[config.mk]
export PLATFORM = sky130hd
export DESIGN_NAME = minimal_standard_lcg_ranged
export DESIGN_NICKNAME = d
export VERILOG_FILES = /design/src/hdl/mslcg_pkg.sv /design/src/hdl/minimal_standard_lcg_ranged.sv
export SDC_FILE = /design/constraint.sdc
export NUM_CORES = 2
export LEC_CHECK = 0
export BUFFER_PORTS_ARGS = -buffer_cell sky130_fd_sc_hd__buf_2
export CORE_MARGIN = 3
export CORE_UTILIZATION = 56
export CTS_CLUSTER_DIAMETER = 100
export DETAILED_ROUTE_END_ITERATION = 8
export GPL_ROUTABILITY_DRIVEN = 0
export HOLD_SLACK_MARGIN = 0.12
export PLACE_DENSITY = 0.75
export SYNTH_ARGS = -nofsm -noshare
export SYNTH_HDL_FRONTEND = slang
export SYNTH_SLANG_ARGS = --single-unit
export TNS_END_PERCENT = 5
[constraint.sdc]
create_clock -name clk_i -period 13.5 [get_ports clk_i]
set_input_delay 0.675 -clock clk_i [delete_from_list [all_inputs] [get_ports clk_i]]
set_output_delay 0.675 -clock clk_i [all_outputs]
set_load 0.1 [all_outputs]
[src/hdl/mslcg_pkg.sv]
// ----------------------------------------------------------------------------
// mslcg_pkg
// Shared types and constants for the minimal standard generator.
// ----------------------------------------------------------------------------
`timescale 1ns / 1ps
`default_nettype none

package mslcg_pkg;

  localparam int unsigned StateW = 31;
  localparam int unsigned IntW   = 32;
  localparam int unsigned ProdW  = 64;
  localparam int unsigned MagW   = 33;

  localparam logic [StateW-1:0] LcgMul   = 31'd16807;
  localparam logic [StateW-1:0] LcgMod   = 31'h7FFF_FFFF;
  localparam logic [StateW-1:0] SeedOne  = 31'd1;
  // half the modulus, rounded down, for round half up
  localparam logic [StateW-1:0] RoundBias = 31'h3FFF_FFFF;

  typedef enum logic [1:0] {
    OP_DRAW  = 2'd0,
    OP_BELOW = 2'd1,
    OP_RANGE = 2'd2,
    OP_SEED  = 2'd3
  } op_e;

  typedef enum logic [3:0] {
    S_IDLE,
    S_MUL1,
    S_RED1,
    S_MUL2,
    S_FOLD1,
    S_FOLD2,
    S_FIN,
    S_ADJ,
    S_OUT
  } fsm_e;

endpackage

`default_nettype wire

[src/hdl/minimal_standard_lcg_ranged.sv]
// ----------------------------------------------------------------------------
// minimal_standard_lcg_ranged
// Park-Miller generator with exact integer scaling, one shared multiplier
// and a Mersenne-modulus fold unit run by a small sequencer.
// ----------------------------------------------------------------------------
// steps: multiply, reduce and output for draw and seed load; integer below bound
//   and integer in range add a second multiply, two fold steps, floor and adjust
// input ready only while the sequencer is idle, so one item ends before the next;
//   one pass through the 31x33 multiplier for the step, for bound and range a second to scale
// a held output beat keeps the sequencer in its last step until it is taken
// reset: generator state comes up as 16807, sequencer idle, no output beat
`timescale 1ns / 1ps
`default_nettype none

module minimal_standard_lcg_ranged
  import mslcg_pkg::*;
(
  input  wire logic         clk_i,
  input  wire logic         rst_ni,
  input  wire logic         s_axis_tvalid,
  output logic              s_axis_tready,
  // bound[30:0], range_low[62:31], range_high[94:63], new_seed[125:95], zero pad
  input  wire logic [127:0] s_axis_tdata,
  // opcode[1:0]
  input  wire logic [1:0]   s_axis_tuser,
  output logic              m_axis_tvalid,
  input  wire logic         m_axis_tready,
  // draw[30:0], int_value[62:31], zero pad [63]
  output logic [63:0]       m_axis_tdata,
  // bad_arg[0]
  output logic              m_axis_tuser
);

  // control
  fsm_e              fsm_q, fsm_d;
  logic [StateW-1:0] lcg_q, lcg_d;
  logic              out_valid_q, out_valid_d;

  // payload
  op_e                      op_q, op_d;
  logic [StateW-1:0]        bound_q, bound_d;
  logic signed [IntW-1:0]   lo_q, lo_d;
  logic signed [IntW-1:0]   hi_q, hi_d;
  logic                     bad_q, bad_d;
  logic                     wneg_q, wneg_d;
  logic [MagW-1:0]          wmag_q, wmag_d;
  logic [ProdW-1:0]         prod_q, prod_d;
  logic [MagW-1:0]          quo_q, quo_d;
  logic [33:0]              sum_q, sum_d;
  logic [MagW-1:0]          uq_q, uq_d;
  logic                     rnz_q, rnz_d;
  logic signed [34:0]       qf_q, qf_d;
  logic [IntW-1:0]          res_q, res_d;
  logic [StateW-1:0]        out_draw_q, out_draw_d;
  logic [IntW-1:0]          out_int_q, out_int_d;
  logic                     out_bad_q, out_bad_d;

  // input field views
  logic [1:0]             in_op;
  logic [StateW-1:0]      in_bound;
  logic signed [IntW-1:0] in_lo;
  logic signed [IntW-1:0] in_hi;
  logic [StateW-1:0]      in_seed;

  assign in_op    = s_axis_tuser;
  assign in_bound = s_axis_tdata[30:0];
  assign in_lo    = s_axis_tdata[62:31];
  assign in_hi    = s_axis_tdata[94:63];
  assign in_seed  = s_axis_tdata[125:95];

  // shared multiplier
  logic [StateW-1:0] mul_a;
  logic [MagW-1:0]   mul_b;
  logic [ProdW-1:0]  mul_p;

  assign mul_a = lcg_q;
  always_comb begin
    if (fsm_q == S_MUL1) begin
      mul_b = {2'b00, LcgMul};
    end else if (op_q == OP_BELOW) begin
      mul_b = {2'b00, bound_q};
    end else begin
      mul_b = wmag_q;
    end
  end
  assign mul_p = {33'd0, mul_a} * {31'd0, mul_b};

  // datapath scratch
  logic [31:0]        step_sum;
  logic signed [33:0] w_pos;
  logic signed [33:0] w_negv;
  logic [2:0]         fold_c;
  logic [31:0]        fold_s;
  logic               fold_ge;
  logic signed [34:0] q_adj;
  logic               accept;

  assign s_axis_tready = (fsm_q == S_IDLE);
  assign accept        = s_axis_tvalid && s_axis_tready;

  always_comb begin
    fsm_d       = fsm_q;
    lcg_d       = lcg_q;
    out_valid_d = out_valid_q;
    op_d        = op_q;
    bound_d     = bound_q;
    lo_d        = lo_q;
    hi_d        = hi_q;
    bad_d       = bad_q;
    wneg_d      = wneg_q;
    wmag_d      = wmag_q;
    prod_d      = prod_q;
    quo_d       = quo_q;
    sum_d       = sum_q;
    uq_d        = uq_q;
    rnz_d       = rnz_q;
    qf_d        = qf_q;
    res_d       = res_q;
    out_draw_d  = out_draw_q;
    out_int_d   = out_int_q;
    out_bad_d   = out_bad_q;

    step_sum = {1'b0, prod_q[30:0]} + {17'd0, prod_q[45:31]};
    w_pos    = 34'(hi_q) - 34'(lo_q) + 34'sd1;
    w_negv   = 34'(lo_q) - 34'(hi_q) - 34'sd1;
    fold_c   = sum_q[33:31];
    fold_s   = {1'b0, sum_q[30:0]} + {29'd0, fold_c};
    fold_ge  = fold_s >= {1'b0, LcgMod};
    q_adj    = qf_q + 35'((qf_q < 0) && rnz_q);

    if (m_axis_tready) begin
      out_valid_d = 1'b0;
    end

    unique case (fsm_q)
      S_IDLE: begin
        if (accept) begin
          op_d    = op_e'(in_op);
          bound_d = in_bound;
          lo_d    = in_lo;
          hi_d    = in_hi;
          bad_d   = 1'b0;
          if (op_e'(in_op) == OP_SEED) begin
            if (in_seed == '0 || in_seed == LcgMod) begin
              bad_d = 1'b1;
              lcg_d = SeedOne;
            end else begin
              lcg_d = in_seed;
            end
          end else if (op_e'(in_op) == OP_RANGE) begin
            bad_d = in_hi < in_lo;
          end
          fsm_d = S_MUL1;
        end
      end
      S_MUL1: begin
        prod_d = mul_p;
        wneg_d = w_pos[33];
        wmag_d = w_pos[33] ? w_negv[32:0] : w_pos[32:0];
        fsm_d  = S_RED1;
      end
      S_RED1: begin
        // 2^31 = 1 mod m, so fold the high part onto the low part
        lcg_d = (step_sum >= {1'b0, LcgMod}) ? 31'(step_sum - {1'b0, LcgMod})
                                              : step_sum[30:0];
        res_d = '0;
        if (op_q == OP_BELOW || op_q == OP_RANGE) begin
          fsm_d = S_MUL2;
        end else begin
          fsm_d = S_OUT;
        end
      end
      S_MUL2: begin
        prod_d = mul_p;
        fsm_d  = S_FOLD1;
      end
      S_FOLD1: begin
        quo_d = prod_q[63:31];
        sum_d = {3'd0, prod_q[30:0]} + {1'b0, prod_q[63:31]}
              + ((op_q == OP_BELOW) ? {3'd0, RoundBias} : 34'd0);
        fsm_d = S_FOLD2;
      end
      S_FOLD2: begin
        uq_d  = quo_q + {30'd0, fold_c} + {32'd0, fold_ge};
        rnz_d = (fold_s != '0) && (fold_s != {1'b0, LcgMod});
        fsm_d = S_FIN;
      end
      S_FIN: begin
        // negative product: floor = -uq - (rem != 0)
        qf_d  = 35'(lo_q) + (wneg_q ? ~{2'b00, uq_q} : {2'b00, uq_q})
              + 35'(wneg_q && !rnz_q);
        fsm_d = S_ADJ;
      end
      S_ADJ: begin
        if (op_q == OP_BELOW) begin
          res_d = (uq_q == {2'b00, bound_q}) ? '0 : uq_q[31:0];
        end else if (q_adj > 35'(hi_q)) begin
          res_d = lo_q;
        end else begin
          res_d = q_adj[31:0];
        end
        fsm_d = S_OUT;
      end
      S_OUT: begin
        if (!out_valid_q || m_axis_tready) begin
          out_valid_d = 1'b1;
          out_draw_d  = lcg_q;
          out_int_d   = res_q;
          out_bad_d   = bad_q;
          fsm_d       = S_IDLE;
        end
      end
      default: begin
        fsm_d = S_IDLE;
      end
    endcase
  end

  always_ff @(posedge clk_i or negedge rst_ni) begin
    if (!rst_ni) begin
      fsm_q       <= S_IDLE;
      lcg_q       <= LcgMul;
      out_valid_q <= 1'b0;
    end else begin
      fsm_q       <= fsm_d;
      lcg_q       <= lcg_d;
      out_valid_q <= out_valid_d;
    end
  end

  always_ff @(posedge clk_i) begin
    op_q       <= op_d;
    bound_q    <= bound_d;
    lo_q       <= lo_d;
    hi_q       <= hi_d;
    bad_q      <= bad_d;
    wneg_q     <= wneg_d;
    wmag_q     <= wmag_d;
    prod_q     <= prod_d;
    quo_q      <= quo_d;
    sum_q      <= sum_d;
    uq_q       <= uq_d;
    rnz_q      <= rnz_d;
    qf_q       <= qf_d;
    res_q      <= res_d;
    out_draw_q <= out_draw_d;
    out_int_q  <= out_int_d;
    out_bad_q  <= out_bad_d;
  end

  assign m_axis_tvalid = out_valid_q;
  assign m_axis_tdata  = {1'b0, out_int_q, out_draw_q};
  assign m_axis_tuser  = out_bad_q;

  // generator state never leaves 1 .. m-1 once a step is done
  assert property (@(posedge clk_i) disable iff (!rst_ni)
    (fsm_q == S_OUT) |-> (lcg_q != '0 && lcg_q != LcgMod))
    else $error("generator state out of range");

  // integer below bound stays below a nonzero bound and is zero for a zero bound
  assert property (@(posedge clk_i) disable iff (!rst_ni)
    (fsm_q == S_OUT && op_q == OP_BELOW) |->
      ((bound_q != '0 && res_q < {1'b0, bound_q}) || (bound_q == '0 && res_q == '0)))
    else $error("bounded integer out of range");

  // integer in a proper range lies between its ends
  assert property (@(posedge clk_i) disable iff (!rst_ni)
    (fsm_q == S_OUT && op_q == OP_RANGE && !bad_q) |->
      ($signed(res_q) >= lo_q && $signed(res_q) <= hi_q))
    else $error("ranged integer outside range");

endmodule

`default_nettype wire

==> results.yml <==
timing:
  rsz0062_at_grt: "no"
  min_period_ps: 11260
  fin_skew_ps: 31.8
  finalCritPeriodShare_pct: 83.4
  finalSetupTns_ps: 0
  slew_headroom_pct: 23.8
  setup_ws_ps: 2240
  tightest_slew_ps: 1130
  fmax_mhz: 88.8
  slew_viol_final: 0
  setup_viol: 0
  finalHoldViolations: 0
route:
  viasPerCell: 5.96
  num_vias: 46000
  antenna_left: 0
  drt_iter0_drc: 4156
  drc: 0
  drt-total-wl_mm: 170
  drtPass1Iterations: 6
  wire_per_inst_um: 22.0
die:
  die_area_um2: 114000
  chipHeight_um: 337
  num_rows: 120
  core_area_um2: 108000
  io-pin-count: 201
  die_x_um: 337
  start_util_pct: 56.9
grt:
  grt_max_degree: 68
  grt_pass1_vias: 47800
  antenna_found_initial: 11
  grt.total_usage_pct: 30.4
  grt_pass1_wl_mm: 267
  overflow: 0
synth:
  yosysWarningCount: 0
  yosysSeqAreaShare_pct: 22.4
  async_flop_share_pct: 7.76
  yosysUniqueCellTypes: 95
  synth_edf_count: 428
  syn_nets: 7790
  synthesis.area_um2: 61400
  synth_cells: 6214
  syn_area_per_cell_um2: 9.88
  ys_ff_latch: 464
  ys.flop_type: "edfxtp_1"
placement:
  place_ws_ps: 2500
  dp_hpwl_mm: 132
  port_buffers: 197
worst_setup_path:
  endpoint_kind: "flip-flop"
  worstPathMaxFanout: 38
  worstPathArrival_ps: 11590
  critPathSlowestCell: "inv_2"
  crit_path_start_kind: "flip-flop"
  cpMostUsedCell: "fa_1"
  cp_slowest_stage_delay_ps: 740
  worstPathRequired_ps: 13820
  worst-setup-path-type: "reg2reg"
clocking:
  cts.sinks: 464
  path_clk_slew_ps: 60
  ctsHoldBuffers: 0
  cts_setup_buffers: 0
  clk_latency_ps: 620
  clock_path_buffers: 3
  h-tree-depth: 2
  cts_tree: "done"
  cts_buffers: 47
  clock_tree.root_cell: "clkbuf_16"
  cts-resized-gates: 0
layout:
  area_growth_pct: 6.55
  nNetsFinal: 7858
  drive_above_1_share_pct: 6.90
flow_run:
  max_cap_violations: 0
status:
  status: "completed"
worst_hold_path:
  hold_class: "in2async"
==> final cells by class <==
cell class	instances	area, um2
sequential	464	13800
timing repair buffer	278	1590
clock buffer	52	1210
tap	1403	1760
multi-input combinational	4477	43000
antenna	3	7.51
inverter	1014	3810
clock inverter	33	344
fill	8765	42500
==> final timing paths <==
path                                          from                       to  slack (ps)  cells after the start
hold / removal                              rst_ni    lcg_q[16]$_DFFE_PN0P_         230                      1
setup / recovery              fsm_q[0]$_DFFE_PN0P_     prod_q[60]$_DFFE_PP_        2240                     31
max in group asynchronous                   rst_ni     lcg_q[3]$_DFFE_PN0P_       12650                      1
min in group clk_i                 s_axis_tdata[9]     bound_q[9]$_DFFE_PP_         230                      1
hold reg to reg            res_q[18]$_SDFFCE_PN0P_  out_int_q[18]$_DFFE_PP_         420                      0
setup reg to reg              fsm_q[0]$_DFFE_PN0P_     prod_q[60]$_DFFE_PP_        2240                     31
==> routing by layer <==
| layer | global-route usage, % | share of wire, % | up-vias |
|---|---|---|---|
| met5 | 0 | 0.025 | - |
| met4 | 14.8 | 5.9 | 6 |
| met3 | 6.37 | 11 | 511 |
| met2 | 48.7 | 46 | 2373 |
| met1 | 39.6 | 38 | 23100 |
| li1 | - | - | 20100 |
==> flip-flops by register name (all words and copies together) (netlist names), 2 cells and up <==
| signal | cells |
|---|---|
| op_q | 2 |
| out_draw_q | 31 |
| lcg_q | 31 |
| sum_q | 34 |
| fsm_q | 4 |
| qf_q | 35 |
| bound_q | 31 |
| wmag_q | 33 |
| out_int_q | 32 |
| lo_q | 32 |
| prod_q | 64 |
| quo_q | 33 |
| res_q | 32 |
| hi_q | 32 |
| uq_q | 33 |
==> kinds of logic after synthesis <==
kind of cell	count (synthesis)	synth area share (%)
AOI/OAI and AO/OA	762	7.91
buffers and inverters	1273	7.85
and+or+nand+nor	1851	14.9
muxes	76	1.25
xor gates and xnor gates	345	4.92
other	1	0.00611
DFF	464	22.4
adders and majority gates	1442	40.8
==> cells in the mapped netlist (5+ instances only) <==
master	instances	area [um2]
a2111oi_0	6	52.6
a41oi_1	5	43.8
buf_1	10	37.5
nand2b_1	44	275
nand3_1	81	405
inv_1	1013	3800
dfstp_2	7	184
o21bai_1	33	248
dfrtp_1	29	726
o31a_1	8	70.1
or3_1	15	93.8
nand4_1	65	407
nor4_1	31	194
clkbuf_1	240	901
a31oi_1	30	188
a21o_1	128	961
and2_1	454	2840
o31ai_1	12	90.1
edfxtp_1	428	12900
a21oi_1	221	1110
o22ai_1	13	81.3
xor2_1	154	1350
nand3b_1	8	60.1
xnor2_1	191	1670
fa_1	934	18700
nor3_1	43	215
nor2b_1	39	244
a221o_1	5	50.1
a32oi_1	8	70.1
nor3b_1	13	97.6
o21ai_0	175	876
a221oi_1	5	43.8
nand2_1	776	2910
a21boi_0	9	67.6
nor2_1	200	751
mux2i_1	72	721
ha_1	508	6360
or2_2	7	43.8
o211ai_1	6	45.0
a211oi_1	18	135
and4_1	9	78.8
o21a_1	25	188
and3_1	43	269
==> stage by stage <==
stage          hold slack (ps)  utilization, %  area, um2  std cells
2_1_floorplan              379               -      61400       6214
3_3_place_gp               400            59.2      63900       7636
6_report                   227            60.6      65400       7724
5_1_grt                    213            60.6      65400       7721
3_5_place_dp               405            59.2      63900       7636
4_1_cts                    213            60.6      65400       7721
==> layout by cell type (no fill, tap or decap), types with 30 or more instances in the layout <==
master	netlist	final
inv_1	1013	1013
fa_1	934	934
nand2_1	776	776
ha_1	508	507
and2_1	454	452
edfxtp_1	428	428
a21oi_1	221	221
buf_2	2	197
xnor2_1	191	191
nor2_1	200	175
o21ai_0	175	175
xor2_1	154	154
a21o_1	128	128
nand3_1	81	81
buf_4	1	81
mux2i_1	72	72
nand4_1	65	65
clkbuf_16	0	47
nand2b_1	44	44
and3_1	43	43
nor3_1	43	40
nor2b_1	39	38
o21bai_1	33	33
a31oi_1	30	30
==> critical path, delay by kind of cell (launching register included) <==
| kind | cells | cell delay, ps |
|---|---|---|
| compound gates | 7 | 2390 |
| flops | 1 | 700 |
| buf+inv | 7 | 1710 |
| simple gates | 8 | 1730 |
| fa+ha+maj | 9 | 4440 |
Power is left out: the tool's default activity adds up to more than one toggle a clock period on the data nets, which glitch-free logic cannot reach.
